--- src/hdl/fdec_pkg.sv ---
// Shared types and constants of the block FIR decimator.
// Coefficient table, MAC control record and sequencer states.
// No dependencies; used by the core and the MAC unit of the block.
`default_nettype none

package fdec_pkg;

    localparam int SAMPLE_W    = 16;
    localparam int COEF_W      = 16;
    localparam int PROD_W      = 32;
    localparam int ACC_W       = 40;
    localparam int ROUND_SHIFT = 15;
    localparam int ROUND_BIAS  = 16384;
    localparam int SAT_MAX     = 32767;
    localparam int SAT_MIN     = -32768;
    localparam int MAC_LAT     = 2;

    localparam int RATIO_W     = 3;
    localparam int LEN_W       = 11;
    localparam int CFG_ADDR_W  = 2;
    localparam int CFG_DATA_W  = 11;

    localparam logic [RATIO_W-1:0] RATIO_RESET = 3'd4;
    localparam logic [LEN_W-1:0]   LEN_RESET   = 11'd768;

    // Register indexes of the configuration port.
    localparam logic [CFG_ADDR_W-1:0] REG_DECIM_RATIO = 2'd0;
    localparam logic [CFG_ADDR_W-1:0] REG_BLOCK_LEN   = 2'd1;

    // Symmetric low-pass taps in Q1.15.
    localparam int COEF_N = 8;
    localparam logic signed [COEF_W-1:0] COEF_Q15 [COEF_N] = '{
        16'sd117, 16'sd1248, 16'sd5277, 16'sd9743,
        16'sd9743, 16'sd5277, 16'sd1248, 16'sd117
    };

    typedef enum logic [2:0] {
        S_IDLE,
        S_CHECK,
        S_READ,
        S_DRAIN,
        S_EMIT
    } t_state;

    typedef struct packed {
        logic                     clear;
        logic                     issue;
        logic signed [COEF_W-1:0] coef;
    } t_mac_ctl;

    // Taps past the end of the table have a zero coefficient.
    function automatic logic signed [COEF_W-1:0] tap_coef(input logic [31:0] j);
        if (j < 32'(COEF_N)) begin
            return COEF_Q15[j[2:0]];
        end else begin
            return '0;
        end
    endfunction

endpackage

`default_nettype wire

--- src/hdl/block_fir_decimator_core.sv ---
// Block FIR decimator: input samples are grouped into blocks, filtered by a
// symmetric FIR and decimated. The channels are stream buses:
//   s_axis: one 16-bit signed sample per request.
//   m_axis: filtered sample in tdata, tlast marks the final result caused by
//           an input sample, tuser marks the final output of a block.
// Configuration: decimation ratio (index 0) and block length (index 1) via a
// plain write port; writing either restarts the current block. Write only while idle.
// Operation: an accepted sample is written into the tap memory, then every
// output that the sample completes is computed by one multiply-accumulate
// stepping through the tap memory, one read per cycle. An input that
// completes no output passes through one check; each output it completes
// adds the tap reads, the MAC pipeline drain, one emit, which waits while
// the receiver stalls, and one check. The final sample of a block can
// complete up to TAPS outputs at once.
// The result sits in an output register; the next sample is accepted while it
// waits. If the receiver stalls, the sequencer holds before overwriting it.
// Reset sets the ratio to 4, the block length to 768 and starts a new block.
// The tap memory needs no clearing: only samples of the current block are read.
`default_nettype none

module block_fir_decimator_core #(
    parameter int TAPS      = 8,
    parameter int MAX_BLOCK = 1024,
    parameter int MAX_RATIO = 4
) (
    input  wire logic                              i_clk,
    input  wire logic                              i_rst_n,
    // configuration
    input  wire logic                              i_cfg_we,
    input  wire logic [fdec_pkg::CFG_ADDR_W-1:0]   i_cfg_addr,
    input  wire logic [fdec_pkg::CFG_DATA_W-1:0]   i_cfg_wdata,
    // input samples
    input  wire logic                              i_s_axis_tvalid,
    output logic                                   o_s_axis_tready,
    input  wire logic [15:0]                       i_s_axis_tdata,  // [15:0] sample
    // results
    output logic                                   o_m_axis_tvalid,
    input  wire logic                              i_m_axis_tready,
    output logic [15:0]                            o_m_axis_tdata,  // [15:0] filtered
    output logic                                   o_m_axis_tlast,
    output logic                                   o_m_axis_tuser   // [0] last_of_block
);

    localparam int TW  = $clog2(TAPS);
    localparam int PW  = $clog2(MAX_BLOCK);
    localparam int BW  = $clog2(MAX_BLOCK + 2 * MAX_RATIO + TAPS + 1);
    localparam int NW  = $clog2(TAPS + 1);
    localparam int DRW = (fdec_pkg::MAC_LAT > 1) ? $clog2(fdec_pkg::MAC_LAT) : 1;

    fdec_pkg::t_state r_state, n_state;

    logic [fdec_pkg::RATIO_W-1:0] r_cfg_ratio;
    logic [fdec_pkg::LEN_W-1:0]   r_cfg_len;
    logic [PW-1:0]                r_in_pos;
    logic [TW-1:0]                r_wp;
    logic [BW-1:0]                r_base;
    logic [NW-1:0]                r_n;
    logic [TW-1:0]                r_j;
    logic [DRW-1:0]               r_drain;
    logic                         r_last;

    logic                         r_o_valid;
    logic [15:0]                  r_o_data;
    logic                         r_o_last;
    logic                         r_o_user;

    logic [BW-1:0] ratio_b, len_b, p_b, base_nx, tap_k, tap_d_full;
    logic [TW-1:0] tap_d, rd_addr;
    logic          s_accept, out_free, emit_ok, nx_emit, blk_end, tap_use;
    logic          ram_we, load_out, finish;
    logic [15:0]   ram_rdata;
    logic [15:0]   mac_result;
    fdec_pkg::t_mac_ctl mac_ctl;

    // Effective configuration: zero acts as one, large values are clamped.
    always_comb begin
        if (r_cfg_ratio == '0) begin
            ratio_b = BW'(1);
        end else if (32'(r_cfg_ratio) > 32'(MAX_RATIO)) begin
            ratio_b = BW'(MAX_RATIO);
        end else begin
            ratio_b = BW'(r_cfg_ratio);
        end
        if (r_cfg_len == '0) begin
            len_b = BW'(1);
        end else if (32'(r_cfg_len) > 32'(MAX_BLOCK)) begin
            len_b = BW'(MAX_BLOCK);
        end else begin
            len_b = BW'(r_cfg_len);
        end
    end

    assign p_b      = BW'(r_in_pos);
    assign s_accept = i_s_axis_tvalid && o_s_axis_tready;
    assign out_free = !r_o_valid || i_m_axis_tready;

    // An output is due once all its taps are in, or at the end of the block.
    assign emit_ok = (r_base + ratio_b <= len_b)
                  && (r_last || (r_base + BW'(TAPS - 1) <= p_b))
                  && (r_n < NW'(TAPS));
    assign base_nx = r_base + ratio_b;
    assign nx_emit = (base_nx + ratio_b <= len_b)
                  && (r_last || (base_nx + BW'(TAPS - 1) <= p_b))
                  && (r_n + NW'(1) < NW'(TAPS));
    assign blk_end = (base_nx + ratio_b > len_b);

    // Tap j of the current output reads the sample at block position base + j,
    // which lies (p - k) slots behind the newest entry of the circular memory.
    assign tap_k      = r_base + BW'(r_j);
    assign tap_d_full = p_b - tap_k;
    assign tap_use    = (tap_k <= p_b) && (tap_d_full < BW'(TAPS));
    assign tap_d      = tap_d_full[TW-1:0];

    always_comb begin
        if (r_wp >= tap_d) begin
            rd_addr = r_wp - tap_d;
        end else begin
            rd_addr = TW'((TW + 1)'(r_wp) + (TW + 1)'(TAPS) - (TW + 1)'(tap_d));
        end
    end

    always_comb begin
        n_state = r_state;
        unique case (r_state)
            fdec_pkg::S_IDLE: begin
                if (s_accept) n_state = fdec_pkg::S_CHECK;
            end
            fdec_pkg::S_CHECK: begin
                n_state = emit_ok ? fdec_pkg::S_READ : fdec_pkg::S_IDLE;
            end
            fdec_pkg::S_READ: begin
                if (r_j == TW'(TAPS - 1)) n_state = fdec_pkg::S_DRAIN;
            end
            fdec_pkg::S_DRAIN: begin
                if (r_drain == DRW'(fdec_pkg::MAC_LAT - 1)) n_state = fdec_pkg::S_EMIT;
            end
            fdec_pkg::S_EMIT: begin
                if (out_free) n_state = fdec_pkg::S_CHECK;
            end
            default: n_state = fdec_pkg::S_IDLE;
        endcase
    end

    always_comb begin
        o_s_axis_tready = 1'b0;
        ram_we          = 1'b0;
        mac_ctl.clear   = 1'b0;
        mac_ctl.issue   = 1'b0;
        mac_ctl.coef    = fdec_pkg::tap_coef(32'(r_j));
        load_out        = 1'b0;
        finish          = 1'b0;
        unique case (r_state)
            fdec_pkg::S_IDLE: begin
                o_s_axis_tready = 1'b1;
                ram_we          = i_s_axis_tvalid;
            end
            fdec_pkg::S_CHECK: begin
                mac_ctl.clear = emit_ok;
                finish        = !emit_ok;
            end
            fdec_pkg::S_READ: begin
                mac_ctl.issue = tap_use;
            end
            fdec_pkg::S_DRAIN: begin
            end
            fdec_pkg::S_EMIT: begin
                load_out = out_free;
            end
            default: begin
            end
        endcase
    end

    always_ff @(posedge i_clk) begin
        if (!i_rst_n) begin
            r_state     <= fdec_pkg::S_IDLE;
            r_cfg_ratio <= fdec_pkg::RATIO_RESET;
            r_cfg_len   <= fdec_pkg::LEN_RESET;
            r_in_pos    <= '0;
            r_wp        <= '0;
            r_base      <= '0;
            r_n         <= '0;
            r_j         <= '0;
            r_drain     <= '0;
            r_last      <= 1'b0;
            r_o_valid   <= 1'b0;
        end else begin
            r_state <= n_state;

            if (i_cfg_we) begin
                case (i_cfg_addr)
                    fdec_pkg::REG_DECIM_RATIO: begin
                        r_cfg_ratio <= i_cfg_wdata[fdec_pkg::RATIO_W-1:0];
                        r_in_pos    <= '0;
                        r_wp        <= '0;
                        r_base      <= '0;
                    end
                    fdec_pkg::REG_BLOCK_LEN: begin
                        r_cfg_len <= i_cfg_wdata[fdec_pkg::LEN_W-1:0];
                        r_in_pos  <= '0;
                        r_wp      <= '0;
                        r_base    <= '0;
                    end
                    default: begin
                    end
                endcase
            end

            if (s_accept) begin
                r_last <= (p_b + BW'(1) >= len_b);
                r_n    <= '0;
            end

            if (mac_ctl.clear) begin
                r_j <= '0;
            end else if (r_state == fdec_pkg::S_READ) begin
                r_j <= r_j + TW'(1);
            end

            if (r_state == fdec_pkg::S_DRAIN) begin
                r_drain <= r_drain + DRW'(1);
            end else begin
                r_drain <= '0;
            end

            if (load_out) begin
                r_base <= base_nx;
                r_n    <= r_n + NW'(1);
            end

            if (finish) begin
                if (r_last) begin
                    r_in_pos <= '0;
                    r_wp     <= '0;
                    r_base   <= '0;
                end else begin
                    r_in_pos <= r_in_pos + PW'(1);
                    r_wp     <= (r_wp == TW'(TAPS - 1)) ? '0 : r_wp + TW'(1);
                end
            end

            if (load_out) begin
                r_o_valid <= 1'b1;
            end else if (i_m_axis_tready) begin
                r_o_valid <= 1'b0;
            end
        end
    end

    always_ff @(posedge i_clk) begin
        if (load_out) begin
            r_o_data <= mac_result;
            r_o_last <= !nx_emit;
            r_o_user <= blk_end;
        end
    end

    fdec_ram #(
        .WIDTH (fdec_pkg::SAMPLE_W),
        .DEPTH (TAPS)
    ) u_taps (
        .i_clk   (i_clk),
        .i_we    (ram_we),
        .i_waddr (r_wp),
        .i_wdata (i_s_axis_tdata),
        .i_raddr (rd_addr),
        .o_rdata (ram_rdata)
    );

    fdec_mac u_mac (
        .i_clk    (i_clk),
        .i_rst_n  (i_rst_n),
        .i_ctl    (mac_ctl),
        .i_sample (ram_rdata),
        .o_result (mac_result)
    );

    assign o_m_axis_tvalid = r_o_valid;
    assign o_m_axis_tdata  = r_o_data;
    assign o_m_axis_tlast  = r_o_last;
    assign o_m_axis_tuser  = r_o_user;

    // The position inside the block never reaches the block length.
    a_pos_in_block: assert property (@(posedge i_clk) disable iff (!i_rst_n)
        p_b < len_b)
        else $error("input position outside the block");

    // Outputs of a block never pass the block end.
    a_base_in_block: assert property (@(posedge i_clk) disable iff (!i_rst_n)
        r_base <= len_b)
        else $error("output base past the block end");

    // No input causes more results than there are taps.
    a_run_bound: assert property (@(posedge i_clk) disable iff (!i_rst_n)
        r_n <= NW'(TAPS))
        else $error("too many results for one input");

    // A result waiting in the output register is never overwritten.
    a_no_overwrite: assert property (@(posedge i_clk) disable iff (!i_rst_n)
        (r_state == fdec_pkg::S_EMIT && r_o_valid && !i_m_axis_tready)
        |=> (r_state == fdec_pkg::S_EMIT && r_o_valid))
        else $error("pending result overwritten");

endmodule

`default_nettype wire

--- src/hdl/fdec_ram.sv ---
// Generic single-port-write, single-port-read RAM with registered read data.
// No package dependencies.
`default_nettype none

module fdec_ram #(
    parameter int WIDTH = 16,
    parameter int DEPTH = 8,
    localparam int AW = (DEPTH > 1) ? $clog2(DEPTH) : 1
) (
    input  wire logic             i_clk,
    input  wire logic             i_we,
    input  wire logic [AW-1:0]    i_waddr,
    input  wire logic [WIDTH-1:0] i_wdata,
    input  wire logic [AW-1:0]    i_raddr,
    output logic      [WIDTH-1:0] o_rdata
);

    logic [WIDTH-1:0] r_mem [DEPTH];
    logic [WIDTH-1:0] r_rdata;

    always_ff @(posedge i_clk) begin
        if (i_we) begin
            r_mem[i_waddr] <= i_wdata;
        end
        r_rdata <= r_mem[i_raddr];
    end

    assign o_rdata = r_rdata;

endmodule

`default_nettype wire

--- src/hdl/fdec_mac.sv ---
// Shared multiply-accumulate unit with rounding and saturation.
// Depends on fdec_pkg for widths, constants and the control record.
`default_nettype none

module fdec_mac (
    input  wire logic                                    i_clk,
    input  wire logic                                    i_rst_n,
    input  wire fdec_pkg::t_mac_ctl                      i_ctl,
    input  wire logic signed [fdec_pkg::SAMPLE_W-1:0]    i_sample,
    output logic signed      [fdec_pkg::SAMPLE_W-1:0]    o_result
);

    localparam int AW = fdec_pkg::ACC_W;
    localparam logic signed [AW-1:0] SAT_HI = AW'(fdec_pkg::SAT_MAX);
    localparam logic signed [AW-1:0] SAT_LO = AW'(fdec_pkg::SAT_MIN);

    logic                                   r_a_use;
    logic signed [fdec_pkg::COEF_W-1:0]     r_a_coef;
    logic signed [fdec_pkg::PROD_W-1:0]     r_b_prod;
    logic signed [AW-1:0]                   r_acc;
    logic signed [fdec_pkg::PROD_W-1:0]     prod;
    logic signed [AW-1:0]                   rounded;
    logic signed [AW-1:0]                   shifted;

    // The read data of the tap memory lines up with the delayed control.
    assign prod = i_sample * r_a_coef;

    always_ff @(posedge i_clk) begin
        if (!i_rst_n) begin
            r_a_use  <= 1'b0;
            r_b_prod <= '0;
            r_acc    <= '0;
        end else begin
            r_a_use  <= i_ctl.issue;
            r_b_prod <= r_a_use ? prod : '0;
            if (i_ctl.clear) begin
                r_acc <= '0;
            end else begin
                r_acc <= r_acc + AW'(r_b_prod);
            end
        end
    end

    always_ff @(posedge i_clk) begin
        r_a_coef <= i_ctl.coef;
    end

    // Round half toward plus infinity, then clamp to the sample range.
    assign rounded = r_acc + AW'(fdec_pkg::ROUND_BIAS);
    assign shifted = rounded >>> fdec_pkg::ROUND_SHIFT;

    always_comb begin
        if (shifted > SAT_HI) begin
            o_result = fdec_pkg::SAMPLE_W'(fdec_pkg::SAT_MAX);
        end else if (shifted < SAT_LO) begin
            o_result = fdec_pkg::SAMPLE_W'(fdec_pkg::SAT_MIN);
        end else begin
            o_result = shifted[fdec_pkg::SAMPLE_W-1:0];
        end
    end

endmodule

`default_nettype wire
--- config.mk ---
export PLATFORM = sky130hd
export DESIGN_NAME = block_fir_decimator_core
export DESIGN_NICKNAME = d
export VERILOG_FILES = /design/src/hdl/fdec_pkg.sv /design/src/hdl/block_fir_decimator_core.sv /design/src/hdl/fdec_ram.sv /design/src/hdl/fdec_mac.sv
export SDC_FILE = /design/constraint.sdc
export NUM_CORES = 1
export LEC_CHECK = 0
export BUFFER_PORTS_ARGS = -buffer_cell sky130_fd_sc_hd__buf_2
export CAP_MARGIN = 20
export CORE_UTILIZATION = 50
export DETAILED_ROUTE_END_ITERATION = 8
export PLACE_DENSITY = 0.69
export SLEW_MARGIN = 20
export SYNTH_ARGS = -nofsm -noshare
export SYNTH_HDL_FRONTEND = slang
export SYNTH_SLANG_ARGS = --single-unit
--- constraint.sdc ---
create_clock -name i_clk -period 8.3 [get_ports i_clk]
set_input_delay 0 -clock i_clk [delete_from_list [all_inputs] [get_ports i_clk]]
set_output_delay 0 -clock i_clk [all_outputs]
set_load 0.1 [all_outputs]
==> results of run 1 <==
==> final cells by class <==
cell class                      instances  area (sq um)
Multi-Input combinational cell       1655         14800
Clock buffer                           48           965
Timing Repair Buffer                  113           828
Sequential cell                       294          7350
Inverter                              363          1360
Tap cell                              607           759
Fill cell                            3998         20500
Clock inverter                         14           168
==> kinds of logic after synthesis <==
kind of cell	count (synthesis)
xor+xnor	130
buf+inv	424
compound gates	381
fa+ha+maj	439
flops	294
simple gates	642
mux	63
==> registers in the layout, summed over array words and instances (netlist names), 4 cells and up <==
register / cells
o_m_axis_tdata: 16
r_base: 11
r_cfg_len: 11
r_in_pos: 10
r_n: 4
u_mac.r_a_coef: 8
u_mac.r_acc: 40
u_mac.r_b_prod: 32
u_taps.o_rdata: 16
u_taps.r_mem: 128
==> worst paths after layout <==
| kind | from | end | slack [ns] | cells past startpoint |
|---|---|---|---|---|
| max reg2reg | u_mac.r_a_coef[2]$_DFF_P_ | u_mac.r_b_prod[31]$_SDFF_PN0_ | 1.24 | 21 |
| max | u_mac.r_a_coef[2]$_DFF_P_ | u_mac.r_b_prod[31]$_SDFF_PN0_ | 1.24 | 21 |
| min reg2reg | r_cfg_len[1]$_SDFFE_PN0P_ | r_cfg_len[1]$_SDFFE_PN0P_ | 0.48 | 2 |
| min | i_s_axis_tdata[2] | u_taps.r_mem[4][2]$_DFFE_PP_ | 0.25 | 2 |
==> through the flow <==
| step | worst slack, ns | cell area [sq um] | utilization [%] | std cells |
|---|---|---|---|---|
| finish | 1.24 | 26300 | 56.2 | 3094 |
| global route | 0.721 | 26300 | 56.2 | 3094 |
| CTS | 1.21 | 26300 | 56.2 | 3094 |
| detailed placement | 1.25 | 24700 | 52.8 | 2987 |
| global placement | 1.30 | 24700 | 52.8 | 2987 |
| floorplan | 1.35 | 23800 | - | 2373 |
==> placed cells by master (no fill, tap or decap), drive strengths merged, types with 12 or more instances in the layout <==
cell type | synthesis | final
inv | 361 | 363
ha | 239 | 239
fa | 200 | 200
nand2 | 176 | 176
nor2 | 148 | 148
dfxtp | 148 | 148
edfxtp | 146 | 146
a21oi | 118 | 118
o21ai | 89 | 89
and2 | 87 | 87
xnor2 | 87 | 87
buf | 13 | 68
clkbuf | 48 | 48
a21o | 47 | 47
nand3 | 46 | 46
dlygate4sd3 | 0 | 45
xor2 | 43 | 43
nor3 | 37 | 37
mux4 | 32 | 32
and3 | 29 | 29
nand2b | 24 | 24
a31oi | 22 | 22
nor2b | 21 | 21
mux2 | 21 | 21
nand4 | 19 | 19
nor4 | 15 | 15
a211oi | 14 | 14
o21bai | 12 | 12
clkinv | 2 | 12
==> per-layer routing <==
layer	vias up	GRT usage (%)
li1	8215	-
met1	8495	31.1
met2	417	39.5
met3	89	3.19
met4	2	6.25
met5	-	0
==> worst max-delay path: stages (launching register included) <==
cell and delay (ns):
sky130_fd_sc_hd__dfxtp_1 0.66, sky130_fd_sc_hd__nand2_1 0.09, sky130_fd_sc_hd__buf_4 0.24, sky130_fd_sc_hd__inv_1 0.45, sky130_fd_sc_hd__fa_1 0.54, sky130_fd_sc_hd__fa_1 0.81
sky130_fd_sc_hd__inv_1 0.17, sky130_fd_sc_hd__fa_1 0.55, sky130_fd_sc_hd__inv_1 0.05, sky130_fd_sc_hd__fa_1 0.46, sky130_fd_sc_hd__fa_1 0.54, sky130_fd_sc_hd__inv_1 0.05
sky130_fd_sc_hd__fa_1 0.52, sky130_fd_sc_hd__inv_1 0.04, sky130_fd_sc_hd__ha_1 0.36, sky130_fd_sc_hd__a21o_1 0.19, sky130_fd_sc_hd__a211oi_1 0.32, sky130_fd_sc_hd__o31ai_1 0.15
sky130_fd_sc_hd__a311oi_1 0.39, sky130_fd_sc_hd__o21ai_1 0.14, sky130_fd_sc_hd__xnor2_1 0.17, sky130_fd_sc_hd__nor2_1 0.05
==> metrics.log, run 1 <==
INFO  metric status = complete, no violations
INFO  metric worstPathRequired = 8.73 ns
INFO  metric layout-drive-gt1-share = 8.32%
INFO  metric worst_ep_arrival_time = 7.49 ns
INFO  metric netlist_area = 23,800 sq um
INFO  metric cell_with_the_most_instances_after_synthesis = sky130_fd_sc_hd__inv_1
INFO  metric syn_inst = 2,373
INFO  metric cts-buffers-inserted = 35
INFO  metric setup-tns-final = 0 ns
INFO  metric yosys_warnings = 0
INFO  metric post_synth_mux_area_share = 4.44%
INFO  metric drcViolationCount = 0
INFO  metric globalplace.congestion = 0.922
INFO  metric combinational_family_with_the_most_area_after_synthesis = adder cells
INFO  metric post_synth_fa_ha_maj_area_fraction = 29.4%
INFO  metric track_usage = 23.2%
INFO  metric post_drt_wl_per_cell = 17.5 um
INFO  metric synthesis.area_per_instance = 10.0 sq um
INFO  metric global_route_wire_length_before_repair = 89,300 um
INFO  metric final_period_utilization = 85.1%
INFO  metric setup-violations-final = 0
INFO  metric first_iteration_detailed_routing_drc_count = 1,197
INFO  metric diodes = 0
INFO  metric dieWidth = 220 um
INFO  metric post_synth_and_or_nand_nor_area_fraction = 13.4%
INFO  metric complex_gate_fraction_of_the_synthesized_area = 10.2%
INFO  metric cts_hold_buffers = 45
INFO  metric routed_vias = 17,200
INFO  metric yosys.area_share.xor_xnor = 4.85%
INFO  metric final_net_count = 2,935
INFO  metric hold-worst-slack = 0.248 ns
INFO  metric synth-seq-cells = 294
INFO  metric synthDominantAreaCellType = sky130_fd_sc_hd__edfxtp_1
INFO  metric sum_of_met2_wire_segment_lengths_after_detailed_routing = 26,600 um
INFO  metric detail-route-antenna-nets = 0
INFO  metric vias_in_the_first_global_route = 17,200
INFO  metric met3RoutedLength = 2440 um
INFO  metric grt.overflow.total = 0
INFO  metric worstSetupPathType = flip-flop to flip-flop
INFO  metric cts_tree = done
INFO  metric grt_start_max_net_pins = 33
INFO  metric finalClockSkew = 0.0149 ns
INFO  metric syn2layout_area_growth = 10.5%
INFO  metric yosys-top-cells-count = 360 x sky130_fd_sc_hd__inv_1, 239 x sky130_fd_sc_hd__ha_1, 200 x sky130_fd_sc_hd__fa_1
INFO  metric share_of_the_synthesized_area_in_the_top_cell_type = 18.4%
INFO  metric crit_path_max_fanout = 16
INFO  metric synth_flop_cell = sky130_fd_sc_hd__dfxtp_1
INFO  metric cts-root-to-sink-buffers = 3
INFO  metric worst_slew_margin = 26.8%
INFO  metric synth_seq_area_share = 30.9%
INFO  metric synthesis.nets = 2,846
INFO  metric port_buffers = 53
INFO  metric timing_max_transition_violations_final = 0
INFO  metric worst_skew_pair.late_latency = 0.56 ns
INFO  metric wl = 54,300 um
INFO  metric starting_density = 50.9%
INFO  metric cts_htree_levels = 2
INFO  metric clock-root-buffer = sky130_fd_sc_hd__clkbuf_16
INFO  metric final.min_clock_period = 7.06 ns
INFO  metric post_synth_num_cell_types = 86
INFO  metric highest_clock_frequency_the_design_can_meet = 0.142 GHz
INFO  metric drtPass1Iterations = 6
INFO  metric crit_path_start_kind = flip-flop
INFO  metric synth_enable_flop_cells = 146
INFO  metric hold_path_class = primary input to flip-flop
INFO  metric post_cts.repair.setup_buffers = 0
INFO  metric critical_path.endpoint_type = flip-flop
INFO  metric area_contributors_post_synth = sky130_fd_sc_hd__edfxtp_1 18%, sky130_fd_sc_hd__fa_1 17%, sky130_fd_sc_hd__ha_1 13%
INFO  metric path_clk_slew = 0.06 ns
INFO  metric post_drt_via_cell_ratio = 5.56
INFO  metric total_die_area = 48,500 sq um
INFO  metric top_signal_layer_used = met5
INFO  metric post-dp-hpwl = 42,000 um
INFO  metric design.core.area = 46,800 sq um
INFO  metric post_cts_resize_count = 0
INFO  metric final_hold_vio_count = 0
INFO  metric antenna_violations_before_repair = 1
INFO  metric cap_viol_max_count = 0
INFO  metric grt_setup_unrepaired = false
INFO  metric fp.dieH = 220 um
INFO  metric timing_worst_slew_pin_value = 1.09 ns
INFO  metric async_reset_ff_share = 0%
INFO  metric std_cell_rows = 79
INFO  metric clock_sink_count = 294
INFO  metric drt-met1-wl = 24,000 um
INFO  metric num_io_pins = 54
Power of run 1 is left out: the tool's default activity adds up to more than one toggle a clock period on the data nets, which glitch-free logic cannot reach.
==> inputs of run 2 (changes only) <==
- PLACE_DENSITY: 0.69 -> 0.77
- clock period: 8.3 -> 6.5 ns (I/O delays scaled with it)
==> metrics.log, run 2 (same netlist as run 1, synthesis figures left out) <==
INFO  metric cts-buffers-inserted = 34 (-2.9%)
INFO  metric layout.cells.most_common = sky130_fd_sc_hd__inv_1
INFO  metric finalClockSkew = 0.0289 ns (+0.0140 ns)
INFO  metric first_iteration_detailed_routing_drc_count = 1,143 (-4.5%)
INFO  metric detail-route-antenna-nets = 0 (unchanged)
INFO  metric min_path_cells = 2 (unchanged)
INFO  metric final.min_clock_period = 6.26 ns (-0.801 ns)
INFO  metric fp.dieH = 220 um (unchanged)
INFO  metric path_clk_slew = 0.06 ns (about the same)
INFO  metric cts_htree_levels = 2 (unchanged)
INFO  metric layout-drive-gt1-share = 9.33% (+1.0 points)
INFO  metric largest_registers = u_taps.r_mem (128), u_mac.r_acc (40), u_mac.r_b_prod (32)
INFO  metric dieWidth = 220 um (unchanged)
INFO  metric hold_path_class = primary input to flip-flop
INFO  metric worstSetupPathType = flip-flop to flip-flop
INFO  metric grt.overflow.total = 0 (unchanged)
INFO  metric routed_vias = 17,200 (unchanged)
INFO  metric final_instance_area = 26,400 sq um (+0.58%)
INFO  metric final_net_count = 2,944 (+0.31%)
INFO  metric violations_in_the_final_reports = design-rule violations
INFO  metric global_route_wire_length_before_repair = 89,000 um (-0.39%)
INFO  metric max_flop_register = u_taps.r_mem
INFO  metric largest_reg_flops = 128 (unchanged)
INFO  metric critical_path.endpoint_type = flip-flop
INFO  metric clock_sink_count = 294 (unchanged)
INFO  metric cts_tree = done
INFO  metric worst_skew_pair.late_latency = 0.57 ns (about the same)
INFO  metric drcViolationCount = 2 (+2)
INFO  metric post-dp-hpwl = 42,200 um (+0.53%)
INFO  metric timing_max_transition_violations_final = 0 (unchanged)
INFO  metric clock-root-buffer = sky130_fd_sc_hd__clkbuf_16
INFO  metric final_period_utilization = 96.3% (+11 points)
INFO  metric track_usage = 23.2% (-0.059 points)
INFO  metric final_hold_vio_count = 0 (unchanged)
INFO  metric highest_clock_frequency_the_design_can_meet = 0.160 GHz (+13%)
INFO  metric drtPass1Iterations = 7 (+1)
INFO  metric vias_in_the_first_global_route = 17,600 (+2.0%)
INFO  metric setup-violations-final = 0 (unchanged)
INFO  metric port_buffers = 53 (unchanged)
INFO  metric crit_path_max_fanout = 8 (-8)
INFO  metric timing_worst_slew_pin_value = 1.06 ns (-0.0329 ns)
INFO  metric placement.cell_area = 24,800 sq um (+0.47%)
INFO  metric cap_viol_max_count = 0 (unchanged)
INFO  metric commonest_non_fill_non_tap_cells_in_the_layout = 359 x sky130_fd_sc_hd__inv_1, 238 x sky130_fd_sc_hd__ha_1, 200 x sky130_fd_sc_hd__fa_1
INFO  metric wl = 55,000 um (+1.3%)
INFO  metric worst_slew_margin = 29.0% (+2.2 points)
INFO  metric grt_start_max_net_pins = 33 (unchanged)
INFO  metric worst_path_max_delay_cell = sky130_fd_sc_hd__dfxtp_1
INFO  metric regToRegSetupSlack = 0.24 ns (-1.00 ns)
INFO  metric cts-root-to-sink-buffers = 3 (unchanged)
INFO  metric diodes = 0 (unchanged)
INFO  metric post_drt_via_cell_ratio = 5.55 (-0.32%)
INFO  metric num-fill-cells = 3,909 (-2.2%)
INFO  metric post_drt_wl_per_cell = 17.7 um (+0.96%)
INFO  metric worstPathRequired = 6.91 ns (-1.82 ns)
INFO  metric status = finished with violations
INFO  metric setup-tns-final = 0 ns (unchanged)
INFO  metric std_cell_rows = 79 (unchanged)
INFO  metric globalplace.congestion = 0.974 (+5.7%)
INFO  metric total_die_area = 48,500 sq um (unchanged)
INFO  metric crit_path_start_kind = flip-flop
INFO  metric worst_path_largest_cell_delay = 0.55 ns (-0.26 ns)
INFO  metric num_io_pins = 54 (unchanged)
INFO  metric starting_density = 50.9% (unchanged)
INFO  metric worst-r2r-cell-count = 21 (unchanged)
INFO  metric syn2layout_area_growth = 11.1%
INFO  metric antenna_violations_before_repair = 0 (-1)
INFO  metric grt_setup_unrepaired = false
INFO  metric worst_ep_arrival_time = 6.67 ns (-0.82 ns)
INFO  metric design.core.area = 46,800 sq um (unchanged)
INFO  metric timing.critical_path.cells = nand2_1 -> fa_1 -> fa_1 -> inv_1 -> ha_1 -> inv_1 -> fa_1 -> inv_1 -> fa_1 -> inv_1 -> fa_1 -> inv_1 -> ha_1 -> a2111oi_0 -> o21ai_1 -> a41oi_2 -> o21ai_1 -> a311oi_1 -> o21ai_1 -> xnor2_1 -> nor2_1
## run 2: stage by stage
stage / utilization (%) / setup slack, ns / std cells / hold slack, ns
2_1_floorplan: - / 0.0114 / 2373 / 0.0989
3_3_place_gp: 53.1 / 0.351 / 3001 / 0.212
3_5_place_dp: 53.1 / 0.217 / 3001 / 0.229
4_1_cts: 56.5 / 0.147 / 3104 / 0.208
5_1_grt: 56.5 / 0.0240 / 3104 / 0.236
6_report: 56.5 / 0.241 / 3104 / 0.238
## run 2: routing by layer
layer | track usage, % | vias up | part of all wire [%]
met5 | 0 | - | 0
met4 | 7.84 | 0 | 3.0
met3 | 3.53 | 109 | 4.8
met2 | 41.1 | 452 | 50
met1 | 28.7 | 8430 | 42
li1 | - | 8227 | -
## run 2: area by class of cell
cell class | count | area [sq um] | area share [%]
clock buffer | 46 | 926 | 3.50
timing repair buffer | 123 | 893 | 3.38
clock inverter | 16 | 259 | 0.980
inverter | 363 | 1370 | 5.17
multi-input combinational | 1655 | 14900 | 56.3
tap | 607 | 759 | 2.87
sequential | 294 | 7350 | 27.8
## run 2: what timing repair did
item	CTS	global route
buffers inserted	0	0
setup endpoints to repair	0	7
endpoints found under the hold margin	154	0
gates resized for setup	0	8
hold buffers	41	0
## run 2: critical path: cells and delay by family (launching register included)
| family | cells | cell delay [ns] |
|---|---|---|
| adder cells (fa/ha/maj) | 7 | 3.02 |
| AO/OA/AOI/OAI | 6 | 1.87 |
| flip-flops | 1 | 0.55 |
| buffers and inverters | 5 | 0.26 |
| AND/OR/NAND/NOR | 2 | 0.24 |
| XOR/XNOR | 1 | 0.17 |
## run 2: final timing paths
kind,end,from
worst max-delay path,u_mac.r_b_prod[31]$_SDFF_PN0_,u_taps.o_rdata[4]$_DFF_P_
worst min-delay path,u_taps.r_mem[6][1]$_DFFE_PP_,i_s_axis_tdata[1]
worst max register to register,u_mac.r_b_prod[31]$_SDFF_PN0_,u_taps.o_rdata[4]$_DFF_P_
worst min register to register,r_cfg_len[2]$_SDFFE_PN0P_,r_cfg_len[2]$_SDFFE_PN0P_
Power of run 2 is left out for the same reason.
